===== config.mk =====
export PLATFORM = sky130hd
export DESIGN_NAME = ber_tag_length_header_parser
export DESIGN_NICKNAME = d
export VERILOG_FILES = /design/src/btlh_pkg.sv /design/src/ber_tag_length_header_parser.sv /design/src/btlh_decode.sv
export VERILOG_INCLUDE_DIRS = /design/src /design/src/src
export SDC_FILE = /design/constraint.sdc
export NUM_CORES = 1
export LEC_CHECK = 0
export BUFFER_PORTS_ARGS = -buffer_cell sky130_fd_sc_hd__clkbuf_2
export CORE_UTILIZATION = 35
export CTS_CLUSTER_DIAMETER = 50
export CTS_CLUSTER_SIZE = 14
export DETAILED_ROUTE_END_ITERATION = 8
export GPL_TIMING_DRIVEN = 0
export PLACE_DENSITY = 0.64
export SKIP_CTS_REPAIR_TIMING = 1
export SYNTH_ARGS = -nofsm -noshare
export SYNTH_HDL_FRONTEND = slang
export SYNTH_SLANG_ARGS = --single-unit

===== constraint.sdc =====
create_clock -name clock -period 9.31 [get_ports clock]
set_input_delay 1.862 -clock clock [delete_from_list [all_inputs] [get_ports clock]]
set_output_delay 1.862 -clock clock [all_outputs]
set_load 0.005 [all_outputs]

===== src/ber_tag_length_header_parser_assert.svh =====
// Assertion macros for the BER tag and length header parser.
`ifndef BER_TAG_LENGTH_HEADER_PARSER_ASSERT_SVH
`define BER_TAG_LENGTH_HEADER_PARSER_ASSERT_SVH

`ifndef SYNTHESIS

// The condition must hold at every clock edge outside reset.
`define BTLH_ASSERT_ALWAYS(label, clk, rst, expr) \
   label: assert property (@(posedge clk) disable iff (rst) (expr)) \
      else $error("btlh: invariant violated");

// When the antecedent holds, the consequent must hold in the same cycle.
`define BTLH_ASSERT_IMPLIES(label, clk, rst, ante, cons) \
   label: assert property (@(posedge clk) disable iff (rst) (ante) |-> (cons)) \
      else $error("btlh: implication violated");

// When the antecedent holds, the consequent must hold in the next cycle.
`define BTLH_ASSERT_NEXT(label, clk, rst, ante, cons) \
   label: assert property (@(posedge clk) disable iff (rst) (ante) |=> (cons)) \
      else $error("btlh: next-cycle implication violated");

`else

`define BTLH_ASSERT_ALWAYS(label, clk, rst, expr)
`define BTLH_ASSERT_IMPLIES(label, clk, rst, ante, cons)
`define BTLH_ASSERT_NEXT(label, clk, rst, ante, cons)

`endif

`endif


===== src/btlh_pkg.sv =====
// Shared types and constants of the BER tag and length header parser.
package btlh_pkg;

   // Longest supported long-form length, in bytes.
   localparam int unsigned MAX_LENGTH_BYTES = 4;

   // Configuration register indexes.
   localparam logic CSR_BUDGET_LENGTH     = 1'b0;
   localparam logic CSR_BUDGET_INDEFINITE = 1'b1;

   // Byte values that steer the decode.
   localparam logic [4:0] TAG_LONG_FORM   = 5'h1f;
   localparam logic [7:0] LEN_INDEFINITE  = 8'h80;

   typedef enum logic [1:0] {
      PH_TAG_FIRST,
      PH_TAG_EXT,
      PH_LEN_FIRST,
      PH_LEN_MORE
   } btlh_phase_type;

   typedef enum logic [1:0] {
      ST_OK,
      ST_NODATA,
      ST_UNSUPP,
      ST_FAULT
   } btlh_status_type;

   // Parser state carried from one byte to the next.
   typedef struct packed {
      btlh_phase_type phase;
      logic [31:0]    tag_acc;
      logic [1:0]     tag_idx;
      logic [31:0]    len_acc;
      logic [2:0]     len_left;
      logic [31:0]    budget_left;
   } btlh_state_type;

   // One decoded header or error report.
   typedef struct packed {
      logic [31:0]     tag_word;
      logic [31:0]     length_value;
      logic            length_indefinite;
      btlh_status_type status;
   } btlh_result_type;

endpackage


===== src/ber_tag_length_header_parser.sv =====
// Top level of the BER tag and length header parser.
//
//   Channel  Direction  Handshake          Payload
//   req      in         req_valid/stall    data_byte, source_fault
//   rsp      out        rsp_valid/stall    tag_word, length_value, length_indefinite, status
//   csr      in         csr_write_enable   csr_index, csr_write_data
//
// One byte is decoded per cycle while the result is not stalled: a transaction lands in the
// input register, and when it advances the decode logic updates the parser state and loads
// the result register, from which a result is offered once its last byte is decoded.
// Synchronous reset clears the parser, sets the budget to zero and marks it indefinite.
// A stalled result blocks decode only while a byte waits in the input register.
module ber_tag_length_header_parser (
   input  logic        clock,
   input  logic        reset,
   input  logic        req_valid,
   output logic        req_stall,
   input  logic [7:0]  req_data_byte,
   input  logic        req_source_fault,
   output logic        rsp_valid,
   input  logic        rsp_stall,
   output logic [31:0] rsp_tag_word,
   output logic [31:0] rsp_length_value,
   output logic        rsp_length_indefinite,
   output logic [1:0]  rsp_status,
   input  logic        csr_write_enable,
   input  logic        csr_index,
   input  logic [31:0] csr_write_data
);

`include "ber_tag_length_header_parser_assert.svh"

   logic                      in_valid_ff, in_valid_in;
   logic [7:0]                in_byte_ff;
   logic                      in_fault_ff;
   logic                      out_valid_ff, out_valid_in;
   btlh_pkg::btlh_result_type out_ff;
   btlh_pkg::btlh_state_type  state_ff, state_in;
   logic                      budget_indef_ff;
   btlh_pkg::btlh_state_type  dec_state;
   logic                      dec_valid;
   btlh_pkg::btlh_result_type dec_result;
   logic                      req_accept;
   logic                      advance;

   // Handshake control.
   assign advance    = in_valid_ff && (!out_valid_ff || !rsp_stall);
   assign req_stall  = in_valid_ff && !advance;
   assign req_accept = req_valid && !req_stall;

   btlh_decode u_decode (
      .state             (state_ff),
      .budget_indefinite (budget_indef_ff),
      .data_byte         (in_byte_ff),
      .source_fault      (in_fault_ff),
      .next_state        (dec_state),
      .result_valid      (dec_valid),
      .result            (dec_result)
   );

   // Next values of the valid flags and the parser state.
   always_comb begin
      in_valid_in  = req_accept || (in_valid_ff && !advance);
      out_valid_in = (advance && dec_valid) || (out_valid_ff && rsp_stall);
      state_in     = advance ? dec_state : state_ff;
      if (csr_write_enable && (csr_index == btlh_pkg::CSR_BUDGET_LENGTH)) begin
         state_in.budget_left = csr_write_data;
      end
   end

   // Control and parser state.
   always_ff @(posedge clock) begin
      if (reset) begin
         in_valid_ff     <= 1'b0;
         out_valid_ff    <= 1'b0;
         state_ff        <= '0;
         budget_indef_ff <= 1'b1;
      end else begin
         in_valid_ff  <= in_valid_in;
         out_valid_ff <= out_valid_in;
         state_ff     <= state_in;
         if (csr_write_enable && (csr_index == btlh_pkg::CSR_BUDGET_INDEFINITE)) begin
            budget_indef_ff <= csr_write_data[0];
         end
      end
   end

   // Input and result payload registers.
   always_ff @(posedge clock) begin
      if (req_accept) begin
         in_byte_ff  <= req_data_byte;
         in_fault_ff <= req_source_fault;
      end
      if (advance && dec_valid) begin
         out_ff <= dec_result;
      end
   end

   assign rsp_valid             = out_valid_ff;
   assign rsp_tag_word          = out_ff.tag_word;
   assign rsp_length_value      = out_ff.length_value;
   assign rsp_length_indefinite = out_ff.length_indefinite;
   assign rsp_status            = out_ff.status;

   // An error report never carries header fields.
   `BTLH_ASSERT_IMPLIES(a_error_fields_zero, clock, reset,
      out_valid_ff && (out_ff.status != btlh_pkg::ST_OK),
      (out_ff.tag_word == 32'd0) && (out_ff.length_value == 32'd0) && !out_ff.length_indefinite)

   // An indefinite length reports a zero length value.
   `BTLH_ASSERT_IMPLIES(a_indef_len_zero, clock, reset,
      out_valid_ff && out_ff.length_indefinite, out_ff.length_value == 32'd0)

   // While gathering long-form length bytes, one to four remain.
   `BTLH_ASSERT_ALWAYS(a_len_left_range, clock, reset,
      (state_ff.phase != btlh_pkg::PH_LEN_MORE) ||
      ((state_ff.len_left != 3'd0) && (state_ff.len_left <= 3'd4)))

   // An indefinite budget is never charged by a decoded byte.
   `BTLH_ASSERT_NEXT(a_indef_budget_stable, clock, reset,
      advance && budget_indef_ff && !csr_write_enable, $stable(state_ff.budget_left))

endmodule


===== src/btlh_decode.sv =====
// Combinational decode of one byte against the current parser state.
module btlh_decode (
   input  btlh_pkg::btlh_state_type  state,
   input  logic                      budget_indefinite,
   input  logic [7:0]                data_byte,
   input  logic                      source_fault,
   output btlh_pkg::btlh_state_type  next_state,
   output logic                      result_valid,
   output btlh_pkg::btlh_result_type result
);

   logic       no_data;
   logic       tag_long;
   logic [1:0] ext_idx;
   logic       ext_more;
   logic       len_long;
   logic       len_indef;
   logic       len_too_long;
   logic [2:0] len_left_dec;
   logic [31:0] ext_bits;
   btlh_pkg::btlh_phase_type next_phase;

   // Common conditions of the current byte.
   always_comb begin
      no_data      = !budget_indefinite && (state.budget_left == 32'd0);
      tag_long     = (data_byte[4:0] == btlh_pkg::TAG_LONG_FORM);
      ext_idx      = (state.tag_idx == 2'd0) ? 2'd1 : state.tag_idx;
      ext_more     = data_byte[7];
      len_long     = data_byte[7];
      len_indef    = (data_byte == btlh_pkg::LEN_INDEFINITE);
      len_too_long = (data_byte[6:0] > 7'(btlh_pkg::MAX_LENGTH_BYTES));
      len_left_dec = (state.len_left != 3'd0) ? (state.len_left - 3'd1) : 3'd0;
      ext_bits     = {24'd0, data_byte} << {ext_idx, 3'b000};
   end

   // Next phase.
   always_comb begin
      next_phase = state.phase;
      if (no_data || source_fault) begin
         next_phase = btlh_pkg::PH_TAG_FIRST;
      end else begin
         unique case (state.phase)
            btlh_pkg::PH_TAG_FIRST: begin
               next_phase = tag_long ? btlh_pkg::PH_TAG_EXT : btlh_pkg::PH_LEN_FIRST;
            end
            btlh_pkg::PH_TAG_EXT: begin
               if (!ext_more) begin
                  next_phase = btlh_pkg::PH_LEN_FIRST;
               end else if (ext_idx == 2'd3) begin
                  next_phase = btlh_pkg::PH_TAG_FIRST;
               end
            end
            btlh_pkg::PH_LEN_FIRST: begin
               if (len_long && !len_indef && !len_too_long) begin
                  next_phase = btlh_pkg::PH_LEN_MORE;
               end else begin
                  next_phase = btlh_pkg::PH_TAG_FIRST;
               end
            end
            btlh_pkg::PH_LEN_MORE: begin
               if (len_left_dec == 3'd0) begin
                  next_phase = btlh_pkg::PH_TAG_FIRST;
               end
            end
            default: next_phase = btlh_pkg::PH_TAG_FIRST;
         endcase
      end
   end

   // Accumulators, budget and the result.
   always_comb begin
      next_state.phase       = next_phase;
      next_state.tag_acc     = state.tag_acc;
      next_state.tag_idx     = state.tag_idx;
      next_state.len_acc     = state.len_acc;
      next_state.len_left    = state.len_left;
      next_state.budget_left = state.budget_left;
      result_valid           = 1'b0;
      result                 = '0;
      result.status          = btlh_pkg::ST_OK;

      if (no_data) begin
         result_valid  = 1'b1;
         result.status = btlh_pkg::ST_NODATA;
      end else if (source_fault) begin
         result_valid  = 1'b1;
         result.status = btlh_pkg::ST_FAULT;
      end else begin
         if (!budget_indefinite) begin
            next_state.budget_left = state.budget_left - 32'd1;
         end
         unique case (state.phase)
            btlh_pkg::PH_TAG_FIRST: begin
               next_state.tag_acc = {24'd0, data_byte};
               if (tag_long) begin
                  next_state.tag_idx = 2'd1;
               end
            end
            btlh_pkg::PH_TAG_EXT: begin
               next_state.tag_acc = state.tag_acc | ext_bits;
               if (ext_more) begin
                  if (ext_idx == 2'd3) begin
                     result_valid  = 1'b1;
                     result.status = btlh_pkg::ST_UNSUPP;
                  end else begin
                     next_state.tag_idx = ext_idx + 2'd1;
                  end
               end
            end
            btlh_pkg::PH_LEN_FIRST: begin
               if (!len_long) begin
                  result_valid        = 1'b1;
                  result.tag_word     = state.tag_acc;
                  result.length_value = {24'd0, data_byte};
               end else if (len_indef) begin
                  result_valid             = 1'b1;
                  result.tag_word          = state.tag_acc;
                  result.length_indefinite = 1'b1;
               end else if (len_too_long) begin
                  result_valid  = 1'b1;
                  result.status = btlh_pkg::ST_UNSUPP;
               end else begin
                  next_state.len_acc  = 32'd0;
                  next_state.len_left = data_byte[2:0];
               end
            end
            btlh_pkg::PH_LEN_MORE: begin
               next_state.len_acc  = {state.len_acc[23:0], data_byte};
               next_state.len_left = len_left_dec;
               if (len_left_dec == 3'd0) begin
                  result_valid        = 1'b1;
                  result.tag_word     = state.tag_acc;
                  result.length_value = {state.len_acc[23:0], data_byte};
               end
            end
            default: result = '0;
         endcase
      end

      // Every result starts a new header.
      if (result_valid) begin
         next_state.tag_acc  = 32'd0;
         next_state.tag_idx  = 2'd0;
         next_state.len_acc  = 32'd0;
         next_state.len_left = 3'd0;
      end
   end

endmodule

==> reports/summary.txt, run 1 <==
Crit end category: primary output
EDFF count, synth: 76
Crit Path Class: input port to primary output
Syn_nets: 735
Largest net degree at the start of global routing: 32
Worst r2r path cells: 10
FF/Latch Area: 0.00424 mm²
CTS Buf Count: 17
Final Slew Violations: 0
Critical Path End: req_stall
Via count: 5407
Drc violations: 0
Clock buffer depth: 2
Reg2reg end: rsp_length_value[16]$_SDFFCE_PP0P_
Multi-input logic area: 0.00294 mm²
Reg-to-Reg Start: state_ff[0]$_SDFFE_PP0P_
GRT overflow: 0
FMAX: 0.236 GHz
Finish-stage setup viols: 0
Sw frac: 23.9%
Mean post-synth cell area: 10.8 µm²
Clock slew at reported path FFs: 0.07 ns
Worst Tran Pin Value: 0.904 ns
# port buffers: 114
Initial antenna violation count: 0
Share of cells above drive strength 1: 22.5%
Setup TNS: 0 ns
Final worst path period need: 4.24 ns
Area grow syn2layout: 20.9%
Post-route ant nets: 0
Drt pass-1 iters: 5
Io pins: 116
Pwr Density: 187 mW/mm²
GP Congestion: 0.843
WP data arrival: 2.38 ns
Root Driver: clkbuf_16
Die ar.: 0.0217 mm²
Yosys reg bits: 174
YS warnings: 0
Clock Latency Late Sink: 0.43 ns
Height of the die: 147 µm
Hold slack: 0.463 ns
Via density: 4.92
Flop pwr share: 50.2%
Critical path peak fanout: 4
WL final: 16.4 mm
Crit path required time: 7.45 ns
Tcrit/Tclk final: 45.6%
Top_reg_cell synth: dfxtp_1
Core Area: 0.0204 mm²
Die width: 147 µm
DR WL/cell: 14.9 µm
Syn Inst Count: 683
Fillers: 1954
Initial Util: 36.1%
Worst setup SP type: input port
Hold Path Class: register to register
Worst vdd ir: 0.118 mV
All-Layer GR Usage: 15.8%
DR iter-0 viols: 276
Max transition margin: 39.2%
Hold depth: 2
Seq/Total Area, Yosys: 57.5%
CP startpoint: rsp_stall
# clock sinks: 174
N_diodes: 0
P_leak: 3.21 nW
Int Pwr: 1.27 mW
Layout Nets: 870
Final Hold Viols: 0
Post-synth cell types: 69
Status: finished, final reports clean
Ys async rst share: 0%
Max Cap Viol: 0
Final Skew: 0.00963 ns
Post-DP HPWL: 11.6 mm
Vias in the first global route: 5167
FF-to-FF setup slack: 6.08 ns
First-pass GRT wire length: 26.4 mm
RSZ-0062 raised after global routing: no
Logic gate share of total power: 7.3%
Clock Power Share: 42.6%
Htree depth: 4
CTS tree: done
NetSw: 399 µW
Site Rows: 52
Post-Syn Area: 0.00738 mm²
## layer usage
layer  vias to the layer above  track usage [%]  share of wire (%)  routed length (µm)
met5                         -                0                  0                   0
met4                         0             5.46                1.5                 243
met3                        22             3.51                5.0                 830
met2                       158             24.7                 45                7430
met1                      2512             21.5                 48                7940
li1                       2715                -                  -                   -
## metrics by stage
stage	cells	utilization (%)	total power, mW	setup slack, ns	area [µm²]
3_3_place_gp	1067	40.6	0.973	1.88	8280
2_1_floorplan	683	-	0.929	3.50	7380
6_report	1100	43.7	1.67	5.07	8920
5_1_grt	1100	43.7	1.73	5.02	8920
3_5_place_dp	1069	40.8	0.975	5.08	8330
4_1_cts	1100	43.7	1.68	5.08	8920
## cells by family after synthesis
| family | after synthesis | share of synthesized area (%) |
|---|---|---|
| simple gates | 295 | 22.4 |
| flops | 174 | 57.5 |
| compound gates | 134 | 13.0 |
| buf+inv | 46 | 2.75 |
| xor+xnor | 29 | 3.44 |
| fa+ha+maj | 5 | 0.848 |
## worst max-delay path, stage by stage
cell and delay [ns]:
clkbuf_2 0.14, and3_1 0.23, clkbuf_2 0.14
## registers in the layout, summed over array words and instances, names as in the netlist
signal	cells
rsp_length_value	32
in_valid_ff	1
rsp_status	2
rsp_tag_word	32
in_fault_ff	1
budget_indef_ff	1
rsp_length_indefinite	1
rsp_valid	1
in_byte_ff	8
state_ff	95
## synth_stat cells (19+ instances only)
cell	n	area share (%)
a211oi_1	27	2.7
nand2b_1	30	2.5
nand3_1	38	2.6
dfxtp_1	98	27
nor2_1	78	4.0
and2_1	64	5.4
nand2_1	19	0.97
clkbuf_1	26	1.3
o21ai_0	30	2.0
edfxtp_1	76	31
a21oi_1	35	2.4
## worst min path at each step
stage | startpoint | to | slack (ns)
after floorplan | state_ff[100]$_SDFFE_PP0P_ | state_ff[100]$_SDFFE_PP0P_ | 0.43
after global placement | state_ff[86]$_SDFFE_PP0P_ | state_ff[86]$_SDFFE_PP0P_ | 0.44
after detailed placement | state_ff[96]$_SDFFE_PP0P_ | state_ff[96]$_SDFFE_PP0P_ | 0.45
after CTS | state_ff[96]$_SDFFE_PP0P_ | state_ff[96]$_SDFFE_PP0P_ | 0.47
after global routing | state_ff[71]$_SDFFE_PP0P_ | state_ff[71]$_SDFFE_PP0P_ | 0.49
final | state_ff[96]$_SDFFE_PP0P_ | state_ff[96]$_SDFFE_PP0P_ | 0.46
## final cells by class
class,instances,share of cell area [%]
well taps,270,3.79
plain buffers,36,1.85
flip-flops and latches,174,47.6
inverters,10,0.421
repair buffers,116,6.85
multi-input cells,463,32.9
clock inverters,12,1.74
clock buffers,19,4.85
## power groups by stage
stage | registers [mW] | clock network, mW | logic [mW]
3_3_place_gp | 0.855 | 0 | 0.119
6_report | 0.837 | 0.710 | 0.121
5_1_grt | 0.839 | 0.754 | 0.134
3_5_place_dp | 0.853 | 0 | 0.121
2_1_floorplan | 0.850 | 0 | 0.0786
4_1_cts | 0.836 | 0.724 | 0.122
## cell usage in the layout (no fill, tap or decap), types with 3 or more instances in the layout
master and count:
a211oi_1 27, o21ai_0 30, clkbuf_16 17, nand3_1 38, nor4_1 8, buf_2 3, a22o_1 8, nand2b_1 30
or3_1 8, buf_4 3, a21oi_1 35, dfxtp_1 98, clkbuf_2 114, nand2_1 19, inv_1 8, a211oi_2 3
ha_1 5, nor2_1 77, or4_4 3, nor4_2 4, clkinvlp_4 4, xnor2_1 13, a21oi_2 3, edfxtp_1 76
xor2_1 16, and2_1 64, nor3_1 16, nand4_1 3, a31oi_1 3, clkbuf_1 28, nor4b_1 3
Power figures use the tool's default switching activity.
==> run 2, diff against run 1 <==
- PLACE_DENSITY: 0.64 -> 0.66
- clock period: 9.31 -> 3.8 ns (I/O delays scaled with it)
==> reports/summary.txt, run 2 (same netlist as run 1, synthesis figures left out) <==
Status: finished, final reports clean
Core Area: 0.0204 mm²
Initial Util: 36.1%
Largest net degree at the start of global routing: 32
Commonest non-fill, non-tap cell in the layout: clkbuf_2
Fin util: 43.9%
Multi-input logic area: 0.00294 mm²
Vias in the first global route: 5122
Hold EP: state_ff[77]$_SDFFE_PP0P_
Via density: 4.96
# port buffers: 114
Root Driver: clkbuf_16
Pwr Density: 469 mW/mm²
Die ar.: 0.0217 mm²
DR WL/cell: 15.1 µm
Final Slew Violations: 0
Post-DP HPWL: 11.7 mm
Crit path cell chain: inv_1 > ha_1 > or4b_4 > nor3_4 > a31oi_2 > inv_2 > nor2_1 > nor2_4 > buf_12 > buf_12
Worst path bufs/invs: 4
Worst setup SP type: register
GRT overflow: 0
Fillers: 1956
Family with the most delay on the worst path: simple AND/OR/NAND/NOR gates
GR Layer Usage met2: 25.3%
WP data arrival: 3.32 ns
Height of the die: 147 µm
Worst Tran Pin Value: 0.931 ns
All-Layer GR Usage: 15.9%
Worst r2r path cells: 10
Via count: 5461
FF/Latch Area: 0.00424 mm²
Critical path peak fanout: 31
CTS tree: done
Initial antenna violation count: 0
Final worst path period need: 3.20 ns
WL final: 16.7 mm
DR iter-0 viols: 289
CTS Buf Count: 17
Met3 Resource Use GR: 3.45%
Worst vdd ir: 0.288 mV
Site Rows: 52
Post-route ant nets: 0
FMAX: 0.313 GHz
Clock buffer depth: 2
Final Hold Viols: 0
Post-place instance area: 0.00833 mm²
Htree depth: 4
Clock Latency Late Sink: 0.43 ns
Layout Nets: 870
Grt met1 use: 21.7%
Final Cell Area: 0.00896 mm²
Clock slew at reported path FFs: 0.07 ns
Finish-stage setup viols: 0
RSZ-0062 raised after global routing: no
Tcrit/Tclk final: 84.1%
Hold depth: 2
GP Congestion: 0.861
Crit Path Class: register to register
Setup TNS: 0 ns
Crit path required time: 3.93 ns
Worst path slowest cell: or4b_4
Die width: 147 µm
Drc violations: 0
Io pins: 116
Area grow syn2layout: 21.5%
Share of cells above drive strength 1: 22.7%
Most frequent cells in the layout: clkbuf_2, dfxtp_1, nor2_1
Biggest register: state_ff
Max reg flops: 95
Reg-to-Reg Start: state_ff[0]$_SDFFE_PP0P_
Crit end category: register
Hold path start: state_ff[77]$_SDFFE_PP0P_
N_diodes: 0
Most frequent CP cell: buf_12
P_leak: 3.23 nW
Final Skew: 0.00964 ns
FF-to-FF setup slack: 0.60 ns
Hold slack: 0.460 ns
GRT Max-Usage Layer: met2
Reg2reg end: rsp_length_value[9]$_SDFFCE_PP0P_
First-pass GRT wire length: 26.9 mm
Hold Path Class: register to register
Max transition margin: 37.5%
Slowest stage delay, CP: 0.52 ns
# clock sinks: 174
Drt pass-1 iters: 5
Max Cap Viol: 0
run 2: cell count changes in the layout (fill, tap and decap cells not counted), sizes merged:
cell	change
inv	+2
bufinv	+1
clkbuf	-1
clkinvlp	-3
clkinv	+2
run 2: through the flow:
step                setup WS (ns)  instances  total power, mW
floorplan                   0.570        683             2.28
global placement           -0.129       1067             2.38
detailed placement          0.584       1069             2.39
CTS                         0.581       1101             4.25
global route                0.420       1101             4.35
finish                      0.604       1101             4.21
run 2: layer usage:
layer | share of wire, % | up-vias
met5 | 0 | -
met4 | 1.1 | 0
met3 | 5.1 | 17
met2 | 47 | 152
met1 | 47 | 2567
li1 | - | 2725
run 2: cell type report:
| cell class | instances | share of cell area (%) |
|---|---|---|
| timing repair buffer | 116 | 6.81 |
| clock buffer | 18 | 4.79 |
| buffer | 36 | 1.84 |
| multi-input combinational | 463 | 32.8 |
| inverter | 10 | 0.419 |
| tap | 270 | 3.77 |
| clock inverter | 14 | 2.27 |
| sequential | 174 | 47.3 |
run 2: worst max path at each step:
stage                     slack (ns)  cells after the start                             endpoint                startpoint
final                           0.60                     10    rsp_length_value[9]$_SDFFCE_PP0P_  state_ff[0]$_SDFFE_PP0P_
after CTS                       0.58                     10    rsp_length_value[9]$_SDFFCE_PP0P_  state_ff[0]$_SDFFE_PP0P_
after detailed placement        0.58                     10       rsp_tag_word[14]$_SDFFCE_PP0P_  state_ff[0]$_SDFFE_PP0P_
after floorplan                 0.57                      8  rsp_length_indefinite$_SDFFCE_PP0P_  state_ff[0]$_SDFFE_PP0P_
after global routing            0.42                     10   rsp_length_value[31]$_SDFFCE_PP0P_  state_ff[0]$_SDFFE_PP0P_
after global placement         -0.13                      8   rsp_length_value[21]$_SDFFCE_PP0P_  state_ff[0]$_SDFFE_PP0P_
run 2: worst min-delay path, cell delays in order, from the launching register on:
cell,delay (ns)
dfxtp_1,0.32
a21oi_1,0.04
nor2_1,0.07
run 2: where the power goes:
group	total [mW]	internal (mW)	switching, mW	leakage, nW
Clock	1.86	1.07	0.793	0.307
Combinational	0.299	0.122	0.178	1.43
Sequential	2.05	2.00	0.0460	1.50
Total	4.21	3.19	1.02	3.23
